`src/cnl_pkg.sv`:
```
package cnl_pkg;

    // Input and result field widths
    localparam int CARD_W  = 54;
    localparam int CNT_W   = 5;
    localparam int BRAND_W = 2;

    // Longest number that can be reported as valid
    localparam int MAX_DIGITS = 16;

    // Decimal digits needed to hold any 54-bit value
    localparam int DIGITS_N = 17;
    localparam int BCD_W    = 4 * DIGITS_N;

    // Binary-to-decimal conversion: one shift-and-adjust step per bit
    localparam int STEPS_PER_STAGE = 6;
    localparam int CONV_STAGES     = CARD_W / STEPS_PER_STAGE;

    // Luhn sum split into group sums, then added in the last stage
    localparam int GROUP_SZ = 5;
    localparam int GROUPS_N = (DIGITS_N + GROUP_SZ - 1) / GROUP_SZ;
    localparam int PSUM_W   = $clog2(9 * GROUP_SZ + 1);
    localparam int SUM_MAX  = 9 * DIGITS_N;
    localparam int SUM_W    = $clog2(SUM_MAX + 1);

    // Configuration registers
    localparam int CFG_IDX_W = 2;
    localparam int CFG_W     = 5;
    localparam logic [CFG_IDX_W-1:0] CFG_MIN_DIGITS = 2'd0;
    localparam logic [CFG_IDX_W-1:0] CFG_MAX_DIGITS = 2'd1;
    localparam logic [CFG_W-1:0] MIN_DIGITS_RST = 5'd13;
    localparam logic [CFG_W-1:0] MAX_DIGITS_RST = 5'd16;

    typedef enum logic [BRAND_W-1:0] {
        BRAND_INVALID = 2'd0,
        BRAND_P3X     = 2'd1,   // prefix 34 or 37
        BRAND_P5X     = 2'd2,   // prefix 51 to 55
        BRAND_P4X     = 2'd3    // prefix 40 to 49
    } t_brand;

    typedef struct packed {
        logic [BCD_W-1:0]  bcd;
        logic [CARD_W-1:0] bin;
    } t_conv;

    typedef struct packed {
        logic [CNT_W-1:0]                   count;
        t_brand                             pre_brand;
        logic [GROUPS_N-1:0][PSUM_W-1:0]    psum;
    } t_digit_info;

    // One shift-and-add-3 step over the whole decimal register
    function automatic t_conv dd_step(input t_conv s);
        t_conv r;
        r = s;
        for (int k = 0; k < DIGITS_N; k++) begin
            if (r.bcd[4*k +: 4] >= 4'd5) begin
                r.bcd[4*k +: 4] = r.bcd[4*k +: 4] + 4'd3;
            end
        end
        r = t_conv'({r.bcd, r.bin} << 1);
        return r;
    endfunction

    // Doubled digit folded back to one digit
    function automatic logic [3:0] luhn_double(input logic [3:0] d);
        logic [3:0] r;
        unique case (d)
            4'd0:    r = 4'd0;
            4'd1:    r = 4'd2;
            4'd2:    r = 4'd4;
            4'd3:    r = 4'd6;
            4'd4:    r = 4'd8;
            4'd5:    r = 4'd1;
            4'd6:    r = 4'd3;
            4'd7:    r = 4'd5;
            4'd8:    r = 4'd7;
            4'd9:    r = 4'd9;
            default: r = 4'd0;
        endcase
        return r;
    endfunction

endpackage

```
`src/cnl_bcd_stage.sv`:
```
module cnl_bcd_stage
    import cnl_pkg::*;
(
    input  logic  i_clk,
    input  logic  i_rst_n,
    input  logic  i_advance,
    input  logic  i_valid,
    input  t_conv i_data,
    output logic  o_valid,
    output t_conv o_data
);

    logic  r_valid;
    t_conv r_data;
    t_conv n_data;

    always_comb begin
        n_data = i_data;
        for (int s = 0; s < STEPS_PER_STAGE; s++) begin
            n_data = dd_step(n_data);
        end
    end

    always_ff @(posedge i_clk) begin
        if (!i_rst_n) begin
            r_valid <= 1'b0;
        end else if (i_advance) begin
            r_valid <= i_valid;
        end
    end

    always_ff @(posedge i_clk) begin
        if (i_advance) begin
            r_data <= n_data;
        end
    end

    assign o_valid = r_valid;
    assign o_data  = r_data;

endmodule

```
`src/cnl_digit_stage.sv`:
```
module cnl_digit_stage
    import cnl_pkg::*;
(
    input  logic             i_clk,
    input  logic             i_rst_n,
    input  logic             i_advance,
    input  logic             i_valid,
    input  logic [BCD_W-1:0] i_bcd,
    output logic             o_valid,
    output t_digit_info      o_info
);

    logic        r_valid;
    t_digit_info r_info;
    t_digit_info n_info;

    logic [CNT_W-1:0]                n_count;
    t_brand                          n_pre_brand;
    logic [GROUPS_N-1:0][PSUM_W-1:0] n_psum;

    logic [3:0]  digit [DIGITS_N];
    logic [3:0]  contrib [DIGITS_N];
    logic [3:0]  hi_digit;
    logic [3:0]  lo_digit;
    logic        two_digits;
    logic        found;

    always_comb begin
        for (int k = 0; k < DIGITS_N; k++) begin
            digit[k]   = i_bcd[4*k +: 4];
            // every second digit from the right is doubled
            contrib[k] = (k % 2 == 1) ? luhn_double(digit[k]) : digit[k];
        end
    end

    // Leading digit search, top down
    always_comb begin
        found        = 1'b0;
        n_count      = '0;
        hi_digit     = '0;
        lo_digit     = '0;
        two_digits   = 1'b0;
        for (int k = DIGITS_N - 1; k >= 1; k--) begin
            if (!found && digit[k] != 4'd0) begin
                found        = 1'b1;
                n_count      = CNT_W'(k + 1);
                hi_digit     = digit[k];
                lo_digit     = digit[k-1];
                two_digits   = 1'b1;
            end
        end
        if (!found && digit[0] != 4'd0) begin
            n_count = CNT_W'(1);
        end
    end

    always_comb begin
        n_pre_brand = BRAND_INVALID;
        if (two_digits) begin
            priority if (hi_digit == 4'd3 && (lo_digit == 4'd4 || lo_digit == 4'd7)) begin
                n_pre_brand = BRAND_P3X;
            end else if (hi_digit == 4'd5 && lo_digit >= 4'd1 && lo_digit <= 4'd5) begin
                n_pre_brand = BRAND_P5X;
            end else if (hi_digit == 4'd4) begin
                n_pre_brand = BRAND_P4X;
            end else begin
                n_pre_brand = BRAND_INVALID;
            end
        end
    end

    always_comb begin
        for (int g = 0; g < GROUPS_N; g++) begin
            n_psum[g] = '0;
            for (int j = 0; j < GROUP_SZ; j++) begin
                if (g * GROUP_SZ + j < DIGITS_N) begin
                    n_psum[g] = n_psum[g] + PSUM_W'(contrib[g * GROUP_SZ + j]);
                end
            end
        end
    end

    always_comb begin
        n_info.count     = n_count;
        n_info.pre_brand = n_pre_brand;
        n_info.psum      = n_psum;
    end

    always_ff @(posedge i_clk) begin
        if (!i_rst_n) begin
            r_valid <= 1'b0;
        end else if (i_advance) begin
            r_valid <= i_valid;
        end
    end

    always_ff @(posedge i_clk) begin
        if (i_advance) begin
            r_info <= n_info;
        end
    end

    assign o_valid = r_valid;
    assign o_info  = r_info;

endmodule

```
`src/cnl_verdict_stage.sv`:
```
module cnl_verdict_stage
    import cnl_pkg::*;
(
    input  logic             i_clk,
    input  logic             i_rst_n,
    input  logic             i_advance,
    input  logic             i_valid,
    input  t_digit_info      i_info,
    input  logic [CFG_W-1:0] i_min_digits,
    input  logic [CFG_W-1:0] i_max_digits,
    output logic             o_valid,
    output t_brand           o_brand,
    output logic [CNT_W-1:0] o_digit_count,
    output logic             o_luhn_ok
);

    logic             r_valid;
    t_brand           r_brand;
    logic [CNT_W-1:0] r_count;
    logic             r_luhn;

    t_brand           n_brand;
    logic             n_luhn;
    logic [SUM_W-1:0] sum;
    logic             len_ok;

    function automatic logic is_mult10(input logic [SUM_W-1:0] v);
        logic r;
        r = 1'b0;
        for (int m = 0; m <= SUM_MAX / 10; m++) begin
            if (v == SUM_W'(m * 10)) begin
                r = 1'b1;
            end
        end
        return r;
    endfunction

    always_comb begin
        sum = '0;
        for (int g = 0; g < GROUPS_N; g++) begin
            sum = sum + SUM_W'(i_info.psum[g]);
        end
        n_luhn = is_mult10(sum);
        len_ok = (i_info.count != '0)
              && (i_info.count <= CNT_W'(MAX_DIGITS))
              && (i_info.count >= i_min_digits)
              && (i_info.count <= i_max_digits);
        n_brand = (len_ok && n_luhn) ? i_info.pre_brand : BRAND_INVALID;
    end

    always_ff @(posedge i_clk) begin
        if (!i_rst_n) begin
            r_valid <= 1'b0;
        end else if (i_advance) begin
            r_valid <= i_valid;
        end
    end

    always_ff @(posedge i_clk) begin
        if (i_advance) begin
            r_brand <= n_brand;
            r_count <= i_info.count;
            r_luhn  <= n_luhn;
        end
    end

    assign o_valid       = r_valid;
    assign o_brand       = r_brand;
    assign o_digit_count = r_count;
    assign o_luhn_ok     = r_luhn;

endmodule

```
`src/card_number_luhn_classifier.sv`:
```
// Card number classifier with the Luhn mod-10 check.
//
// Input channel: i_valid / o_stall with i_card_number, a binary card number.
// A beat is taken at a rising edge with i_valid high and o_stall low.
// Output channel: o_valid / i_stall with o_brand, o_digit_count, o_luhn_ok,
// one result beat per input beat, in order.
// Configuration: i_cfg_valid / o_cfg_ready with i_cfg_index and i_cfg_data;
// index 0 is min_digits, index 1 is max_digits, other indexes are ignored.
// Write it only while no beat is in flight.
//
// One beat enters per cycle while o_stall is low. Nine stages of six
// shift-and-add-3 steps each set the depth, then a digit stage (count,
// prefix, Luhn group sums) and a verdict stage that is also the output
// register.
// Reset (synchronous, active low) clears every valid bit and sets min_digits
// to 13 and max_digits to 16. While a result waits under i_stall, the whole
// pipeline holds and o_stall is raised; nothing is dropped or repeated.
module card_number_luhn_classifier
    import cnl_pkg::*;
(
    input  logic                 i_clk,
    input  logic                 i_rst_n,

    input  logic                 i_valid,
    output logic                 o_stall,
    input  logic [CARD_W-1:0]    i_card_number,

    output logic                 o_valid,
    input  logic                 i_stall,
    output logic [BRAND_W-1:0]   o_brand,
    output logic [CNT_W-1:0]     o_digit_count,
    output logic                 o_luhn_ok,

    input  logic                 i_cfg_valid,
    output logic                 o_cfg_ready,
    input  logic [CFG_IDX_W-1:0] i_cfg_index,
    input  logic [CFG_W-1:0]     i_cfg_data
);

    logic [CFG_W-1:0] r_min_digits;
    logic [CFG_W-1:0] r_max_digits;

    logic             advance;
    logic             conv_valid [CONV_STAGES+1];
    t_conv            conv_data  [CONV_STAGES+1];
    logic             dig_valid;
    t_digit_info      dig_info;
    t_brand           brand;

    // Configuration writes are always taken
    assign o_cfg_ready = 1'b1;

    always_ff @(posedge i_clk) begin
        if (!i_rst_n) begin
            r_min_digits <= MIN_DIGITS_RST;
            r_max_digits <= MAX_DIGITS_RST;
        end else if (i_cfg_valid) begin
            if (i_cfg_index == CFG_MIN_DIGITS) begin
                r_min_digits <= i_cfg_data;
            end
            if (i_cfg_index == CFG_MAX_DIGITS) begin
                r_max_digits <= i_cfg_data;
            end
        end
    end

    // Hold every stage while a finished result is stalled at the output
    assign advance = !(o_valid && i_stall);
    assign o_stall = !advance;

    // Conversion starts with an empty decimal register
    assign conv_valid[0] = i_valid;
    assign conv_data[0]  = '{bcd: '0, bin: i_card_number};

    for (genvar s = 0; s < CONV_STAGES; s++) begin : g_conv
        cnl_bcd_stage u_bcd_stage (
            .i_clk     (i_clk),
            .i_rst_n   (i_rst_n),
            .i_advance (advance),
            .i_valid   (conv_valid[s]),
            .i_data    (conv_data[s]),
            .o_valid   (conv_valid[s+1]),
            .o_data    (conv_data[s+1])
        );
    end

    cnl_digit_stage u_digit_stage (
        .i_clk     (i_clk),
        .i_rst_n   (i_rst_n),
        .i_advance (advance),
        .i_valid   (conv_valid[CONV_STAGES]),
        .i_bcd     (conv_data[CONV_STAGES].bcd),
        .o_valid   (dig_valid),
        .o_info    (dig_info)
    );

    cnl_verdict_stage u_verdict_stage (
        .i_clk         (i_clk),
        .i_rst_n       (i_rst_n),
        .i_advance     (advance),
        .i_valid       (dig_valid),
        .i_info        (dig_info),
        .i_min_digits  (r_min_digits),
        .i_max_digits  (r_max_digits),
        .o_valid       (o_valid),
        .o_brand       (brand),
        .o_digit_count (o_digit_count),
        .o_luhn_ok     (o_luhn_ok)
    );

    assign o_brand = brand;

    // A branded result must have passed the Luhn check
    a_brand_needs_luhn: assert property (@(posedge i_clk) disable iff (!i_rst_n)
        (o_valid && brand != BRAND_INVALID) |-> o_luhn_ok)
        else $error("branded result without Luhn pass");

    // A branded result must lie in the length span
    a_brand_needs_len: assert property (@(posedge i_clk) disable iff (!i_rst_n)
        (o_valid && brand != BRAND_INVALID) |->
            (o_digit_count >= r_min_digits && o_digit_count <= r_max_digits
             && o_digit_count <= CNT_W'(MAX_DIGITS) && o_digit_count >= CNT_W'(2)))
        else $error("branded result outside length span");

    // Zero input gives no digits, a Luhn pass and no brand
    a_zero_invalid: assert property (@(posedge i_clk) disable iff (!i_rst_n)
        (o_valid && o_digit_count == '0) |-> (brand == BRAND_INVALID && o_luhn_ok))
        else $error("zero input misclassified");

    // Digit count never exceeds what 54 bits can hold
    a_count_range: assert property (@(posedge i_clk) disable iff (!i_rst_n)
        o_valid |-> (o_digit_count <= CNT_W'(DIGITS_N)))
        else $error("digit count out of range");

endmodule
```
`config.mk`:
```
export PLATFORM = sky130hd
export DESIGN_NAME = card_number_luhn_classifier
export DESIGN_NICKNAME = d
export VERILOG_FILES = /design/src/cnl_pkg.sv /design/src/cnl_bcd_stage.sv /design/src/cnl_digit_stage.sv /design/src/cnl_verdict_stage.sv /design/src/card_number_luhn_classifier.sv
export SDC_FILE = /design/constraint.sdc
export NUM_CORES = 2
export LEC_CHECK = 0
export ABC_AREA = 1
export CELL_PAD_IN_SITES_DETAIL_PLACEMENT = 1
export CELL_PAD_IN_SITES_GLOBAL_PLACEMENT = 2
export CORE_MARGIN = 5
export CORE_UTILIZATION = 42
export CTS_CLUSTER_DIAMETER = 50
export DETAILED_ROUTE_END_ITERATION = 8
export DONT_BUFFER_PORTS = 1
export PLACE_DENSITY = 0.93
export SETUP_SLACK_MARGIN = 0.05
export SYNTH_ARGS = -nofsm -noshare
export SYNTH_HDL_FRONTEND = slang
export SYNTH_SLANG_ARGS = --single-unit
```
`constraint.sdc`:
```
create_clock -name i_clk -period 48.9 [get_ports i_clk]
set_input_delay 0 -clock i_clk [delete_from_list [all_inputs] [get_ports i_clk]]
set_output_delay 0 -clock i_clk [all_outputs]
set_load 0.01 [all_outputs]
```
---- After elaboration in Yosys (flattened, before gate mapping) ----
Memory sizes are Yosys's and may differ from the RTL's. A register that Yosys moved wholly into a read port is not among the register bits.
Index checks and enable logic that the tools add are counted.
operators by class
  $mul .................................... 0
  divide/modulo/power cells ............... 0
  eq/ne operators ......................... 21
  reduce and logical (&&, ||, !) cells .... 67
  bitwise operators ....................... 1
  order comparisons ....................... 770
  mux-type cells .......................... 856
  shifts and indexed selects .............. 0
  add/subtract/negate cells ............... 781
operator list
  kind                                                 number
  2-to-1 mux 4 bit                                     774
  >= comparator 4 x 3 -> 1 bit, second input constant  748
  adder 4 x 2 -> 4 bit, second input constant          712
  2-to-1 mux 3 bit                                     40
  adder 3 x 2 -> 3 bit, second input constant          36
  nonzero test 4 bit                                   17
  adder 6 x 4 -> 6 bit                                 9
  == test 8 x 7 -> 1 bit, second input constant        6
  adder 1 x 2 -> 3 bit, second input constant          15
  >= comparator 1 x 3 -> 1 bit, second input constant  15
  2-to-1 mux 1 bit                                     36
  == test 8 x 6 -> 1 bit, second input constant        3
  == test 8 bit, second input constant                 3
  logical AND 1 bit                                    24
  adder 4 x 4 -> 5 bit                                 4
  adder 8 x 6 -> 8 bit                                 2
  == test 4 x 3 -> 1 bit, second input constant        4
  == test 8 x 5 -> 1 bit, second input constant        2
  logical NOT 1 bit                                    16
  OR reduction 15 bit                                  1
  2-to-1 mux 5 bit                                     2
  == test 8 x 4 -> 1 bit, second input constant        1
  logical NOT 8 bit                                    1
  2-to-1 mux 2 bit                                     4
  18 further kinds                                     21
storage, ports and cells
  bits in writable memories ............... 0
  memories kept ........................... 8
  register bits ........................... 816
  ROM bits ................................ 512
  bits of input ports ..................... 66
  word-level logic and storage cells ...... 2550
  output and inout bits ................... 11
  bits in latches ......................... 0
memories
  name              words  width  read ports  clocked after Yosys merged registers in  wr ports  RTL line       source
  (name not given)  16     4      1           1                                        0         cnl_pkg.sv:68  unique case (d)
  (name not given)  16     4      1           1                                        0         cnl_pkg.sv:68
  (name not given)  16     4      1           1                                        0         cnl_pkg.sv:68
  (name not given)  16     4      1           1                                        0         cnl_pkg.sv:68
  (name not given)  16     4      1           1                                        0         cnl_pkg.sv:68
  (name not given)  16     4      1           1                                        0         cnl_pkg.sv:68
  2 more memories   -      -      -           -                                        -         -

---- Logic depth before layout (Yosys ltp) ----
  depth in word-level cells ............... 52
  depth in mapped cells ................... 43
  gate-level depth less buffers ........... 43

---- Modules after synthesis ----
A second synthesis with hierarchy kept.
unflattened totals
  cells, all modules ...................... 20195
  area, all modules ....................... 130362.5 um^2
modules (own cells, without submodules)
  module                       area each (um^2)  times used  seq. area each (um^2)  cells each
  cnl_bcd_stage                13783.2           9           3503.4                 2146
  cnl_digit_stage              4599.4            1           920.9                  659
  cnl_verdict_stage            1260.0            1           260.2                  159
  card_number_luhn_classifier  454.2             1           200.2                  63

---- Least setup slack after synthesis ----
OpenSTA, ideal clock, no wires.
  kind .................................... flip-flop to flip-flop
  start point ............................. register u_verdict_stage.r_valid, in the netlist u_verdict_stage.o_valid
  end point ............................... register u_verdict_stage.r_valid, in the netlist u_verdict_stage.o_valid
  path buffers ............................ 3
  library setup time ...................... 0.944 ns
  data arrival time ....................... 17.896 ns
  cell stages (with the launch flop) ...... 6
  setup slack ............................. 30.060 ns
  cell sequence ........................... dfxtp_1 > nand2_1 > buf_6 > buf_2 > clkbuf_1 > a21boi_0
on the way
  cells in the longest elaborated chain, start to end .. 1
ends and longest elaborated chain
  what                    RTL line                           source
  from (decl)             cnl_verdict_stage.sv:17            logic r_valid;
  from (signal assigned)  cnl_verdict_stage.sv:55            r_valid <= i_valid;
  logical AND 1 bit       card_number_luhn_classifier.sv:68  assign advance = !(o_valid && i_stall);
No other way between the ends.
A chain may end at the register's enable or synchronous reset.

==> impl_summary.log <==
INFO  metric finalClockSkew = about 0.077 ns
INFO  metric seq_area = ~19000 sq um
INFO  metric postCtsSetupBuffers = 0
INFO  metric crit_top_cell = sky130_fd_sc_hd__inv_1
INFO  metric cp_slowest_cell = sky130_fd_sc_hd__edfxtp_1
INFO  metric syn_nets = roughly 11000
INFO  metric synth_edf_count = approximately 600
INFO  metric insertion_delay = slightly below 0.8 ns
INFO  metric grt-ovfl-total = 0
INFO  metric grt_pass1_wl = 292 mm
INFO  metric finalWorstPathRequiredPeriod = between 6 and 7 ns
INFO  metric timing.critical_path.arrival = 6.97 ns
INFO  metric drc = 0
INFO  metric gp_congestion = approximately 0.82
INFO  metric grt_setup_unrepaired = false
INFO  metric cts_buffer_count = around 110
INFO  metric final_core_utilization = a little under half
INFO  metric grtUsageTotal = around 18%
INFO  metric htree_num_levels = 3
INFO  metric ctsResizeCount = 0
INFO  metric numClockSinks = between 600 and 700
INFO  metric initial_core_util = between 40% and 50%
INFO  metric critical_path_buf_inv_count = 9
INFO  metric final_hold_viol_count = 0
INFO  metric routed-via-count = roughly 64000
INFO  metric maxCapViolCount = 0
INFO  metric syn-cell-area = 71900 sq um
INFO  metric critPathTopFamily = compound AO/OA/AOI/OAI gates
INFO  metric synth-async-reset-ratio = 0%
INFO  metric place.detailed.hpwl = 128 mm
INFO  metric io_buffers = 0
INFO  metric biggest_fanout_along_the_worst_timing_path = 5
INFO  metric area_of_the_core = 170000 sq um
INFO  metric area_growth = 11.1%
INFO  metric die_height = between 400 and 500 um
INFO  metric setup.worst_path.class = flop to flop
INFO  metric ys.warnings.count = 0
INFO  metric route.detailed.wl_per_inst = around 13 um
INFO  metric postCtsHoldBufs = between 100 and 150
INFO  metric synthCells = slightly above 10000
INFO  metric postPlaceCellArea = 74700 sq um
INFO  metric floorplan.rows = about 150
INFO  metric via_per_inst = ~5.0
INFO  metric setup.worst_path.start_class = flop
INFO  metric yosys_register_bits = roughly 660
INFO  metric wl = about 170 mm
INFO  metric totalNegativeSetupSlack = 0 ns
INFO  metric top_flip_flop_cell_by_instance_count_after_synthesis = sky130_fd_sc_hd__edfxtp_1
INFO  metric layout_worst_path_cycle_share = between 10% and 20%
INFO  metric critPathCaptureType = flop
INFO  metric clockRootBuffer = sky130_fd_sc_hd__clkbuf_16
INFO  metric final_area = 79900 sq um
INFO  metric ios = 77
INFO  metric synth_area_per_cell = between 7 and 8 sq um
INFO  metric post-route-worst-setup-slack = between 40 and 50 ns
INFO  metric fmax = roughly 0.15 GHz
INFO  metric grt_max_degree = 163
INFO  metric die_outline_area = 180000 sq um
INFO  metric ys_seq_area_share = a little over a quarter
INFO  metric holdCritPathClass = input pin to flop
INFO  metric clock_path_buffers = 3
INFO  metric clkTransAtPathRegs = 0.07 ns
INFO  metric count_of_unique_library_cells_instantiated_by_yosys = 61
INFO  metric clock_tree_from_tritoncts = done
INFO  metric detailedPlace.worstSlack = between 40 and 50 ns
INFO  metric finalMaxSlewViolations = 0
INFO  metric detail_route.first_pass.iterations = 5
INFO  metric normalized_max_slew_margin = between 20% and 30%
INFO  metric number_of_antenna_violations_at_the_first_check_in_global_routing = 0
INFO  metric multi_input_comb_area = roughly 44000 sq um
INFO  metric drt_first_iter_violations = between 1500 and 2000
INFO  metric setup_viol = 0
INFO  metric dieWidth = 424 um
INFO  metric critical_path_required = between 40 and 50 ns
INFO  metric fillCellCount = 21600
INFO  metric layout-drive-gt1-share = around 5.9%
INFO  metric max_stage_delay = ~0.51 ns
INFO  metric first_global_vias = about 68000
INFO  metric antenna_violating_nets_post_route = 0
INFO  metric worstMarginPinSlew = 1.11 ns
INFO  metric design.final.nets = roughly 11000
INFO  metric status = complete, no violations
final timing paths:
kind,from,end,slack (ns),cells past startpoint
hold reg to reg,g_conv[0].u_bcd_stage.o_data[34]$_DFFE_PN_,g_conv[1].u_bcd_stage.o_data[40]$_DFFE_PN_,0.41,0
hold / removal,i_card_number[49],g_conv[0].u_bcd_stage.o_data[55]$_DFFE_PN_,0.10,2
setup reg to reg,g_conv[0].u_bcd_stage.o_data[54]$_DFFE_PN_,g_conv[1].u_bcd_stage.o_data[63]$_DFFE_PN_,42.41,33
setup / recovery,g_conv[0].u_bcd_stage.o_data[54]$_DFFE_PN_,g_conv[1].u_bcd_stage.o_data[63]$_DFFE_PN_,42.41,33
cells in the final DEF (no fill, tap or decap), types with 11 or more instances in the layout:
| master | Yosys | final |
|---|---|---|
| sky130_fd_sc_hd__o211ai_1 | 26 | 26 |
| sky130_fd_sc_hd__xor2_1 | 439 | 439 |
| sky130_fd_sc_hd__clkinv_4 | 0 | 17 |
| sky130_fd_sc_hd__inv_1 | 2357 | 2356 |
| sky130_fd_sc_hd__xnor2_1 | 58 | 58 |
| sky130_fd_sc_hd__clkbuf_16 | 0 | 114 |
| sky130_fd_sc_hd__a21o_1 | 45 | 45 |
| sky130_fd_sc_hd__or2_2 | 80 | 80 |
| sky130_fd_sc_hd__nor3_1 | 19 | 19 |
| sky130_fd_sc_hd__nor2_1 | 714 | 714 |
| sky130_fd_sc_hd__a31o_2 | 13 | 13 |
| sky130_fd_sc_hd__mux2i_1 | 46 | 46 |
| sky130_fd_sc_hd__nor4_1 | 16 | 16 |
| sky130_fd_sc_hd__inv_2 | 27 | 27 |
| sky130_fd_sc_hd__o21ai_2 | 88 | 88 |
| sky130_fd_sc_hd__o21ai_0 | 569 | 569 |
| sky130_fd_sc_hd__dfxtp_1 | 53 | 53 |
| sky130_fd_sc_hd__nand2_2 | 98 | 98 |
| sky130_fd_sc_hd__or2_1 | 20 | 20 |
| sky130_fd_sc_hd__a21oi_1 | 502 | 502 |
| sky130_fd_sc_hd__a31oi_1 | 41 | 41 |
| sky130_fd_sc_hd__o21a_1 | 18 | 18 |
| sky130_fd_sc_hd__and2_1 | 48 | 48 |
| sky130_fd_sc_hd__o22ai_1 | 28 | 28 |
| sky130_fd_sc_hd__o21ai_1 | 304 | 304 |
| sky130_fd_sc_hd__nand3_2 | 60 | 60 |
| sky130_fd_sc_hd__dlygate4sd3_1 | 0 | 134 |
| sky130_fd_sc_hd__ha_1 | 896 | 896 |
| sky130_fd_sc_hd__nand4_1 | 161 | 161 |
| sky130_fd_sc_hd__inv_6 | 0 | 19 |
| sky130_fd_sc_hd__clkinv_2 | 0 | 11 |
| sky130_fd_sc_hd__fa_1 | 35 | 35 |
| sky130_fd_sc_hd__o21bai_1 | 21 | 21 |
| sky130_fd_sc_hd__nand2_1 | 2272 | 2271 |
| sky130_fd_sc_hd__nand3b_1 | 43 | 43 |
| sky130_fd_sc_hd__edfxtp_1 | 602 | 602 |
| sky130_fd_sc_hd__nand3_1 | 420 | 420 |
through the flow:
stage               cells  hold WS, ns
finish              12800        0.100
CTS                 12800      0.00870
global placement    12400       0.0889
global route        12800       0.0584
floorplan           10200       0.0989
detailed placement  12400       0.0923
cell families after synthesis:
group / synth area share, %
compound gates: 13.1
xor+xnor: 6.33
buf+inv: 12.6
flops: 26.6
fa+ha+maj: 16.6
simple gates: 24.0
mux: 0.750
other cells: 0.00522
flip-flops by register name (all words and copies together), names as in the netlist:
register	cells
r_min_digits	5
u_digit_stage.o_valid	1
u_verdict_stage.o_valid	1
u_verdict_stage.o_digit_count	5
g_conv.u_bcd_stage.o_valid	9
u_verdict_stage.o_luhn_ok	1
r_max_digits	5
u_digit_stage.contrib	32
u_verdict_stage.o_brand	2
u_digit_stage.o_info	30
g_conv.u_bcd_stage.o_data	564
routing by layer:
layer	share of wire [%]	GRT usage, %	up-vias
met2	56	38.6	470
li1	-	-	33100
met3	2.1	2.21	305
met1	40	18.4	29900
met4	2.8	5.28	0
met5	0	0	-
layout make-up:
| class | instances | area share (%) |
|---|---|---|
| diodes | 1 | 0.00313 |
| well taps | 2218 | 3.47 |
| inverters | 2385 | 11.2 |
| clock inverters | 87 | 1.22 |
| clock buffers | 124 | 3.62 |
| flip-flops and latches | 655 | 24.0 |
| multi-input cells | 7182 | 54.7 |
| repair buffers | 143 | 1.80 |
cell usage after synthesis, types with 88 or more instances:
cell | number | area share [%]
sky130_fd_sc_hd__a21oi_1 | 502 | 3.5
sky130_fd_sc_hd__edfxtp_1 | 602 | 25
sky130_fd_sc_hd__ha_1 | 896 | 16
sky130_fd_sc_hd__inv_1 | 2357 | 12
sky130_fd_sc_hd__nand2_1 | 2272 | 12
sky130_fd_sc_hd__nand2_2 | 98 | 0.85
sky130_fd_sc_hd__nand3_1 | 420 | 2.9
sky130_fd_sc_hd__nand4_1 | 161 | 1.4
sky130_fd_sc_hd__nor2_1 | 714 | 3.7
sky130_fd_sc_hd__o21ai_0 | 569 | 4.0
sky130_fd_sc_hd__o21ai_1 | 304 | 2.1
sky130_fd_sc_hd__o21ai_2 | 88 | 1.1
sky130_fd_sc_hd__xor2_1 | 439 | 5.3
Power is left out: the tool's default activity adds up to more than one toggle a clock period on the data nets, which glitch-free logic cannot reach.
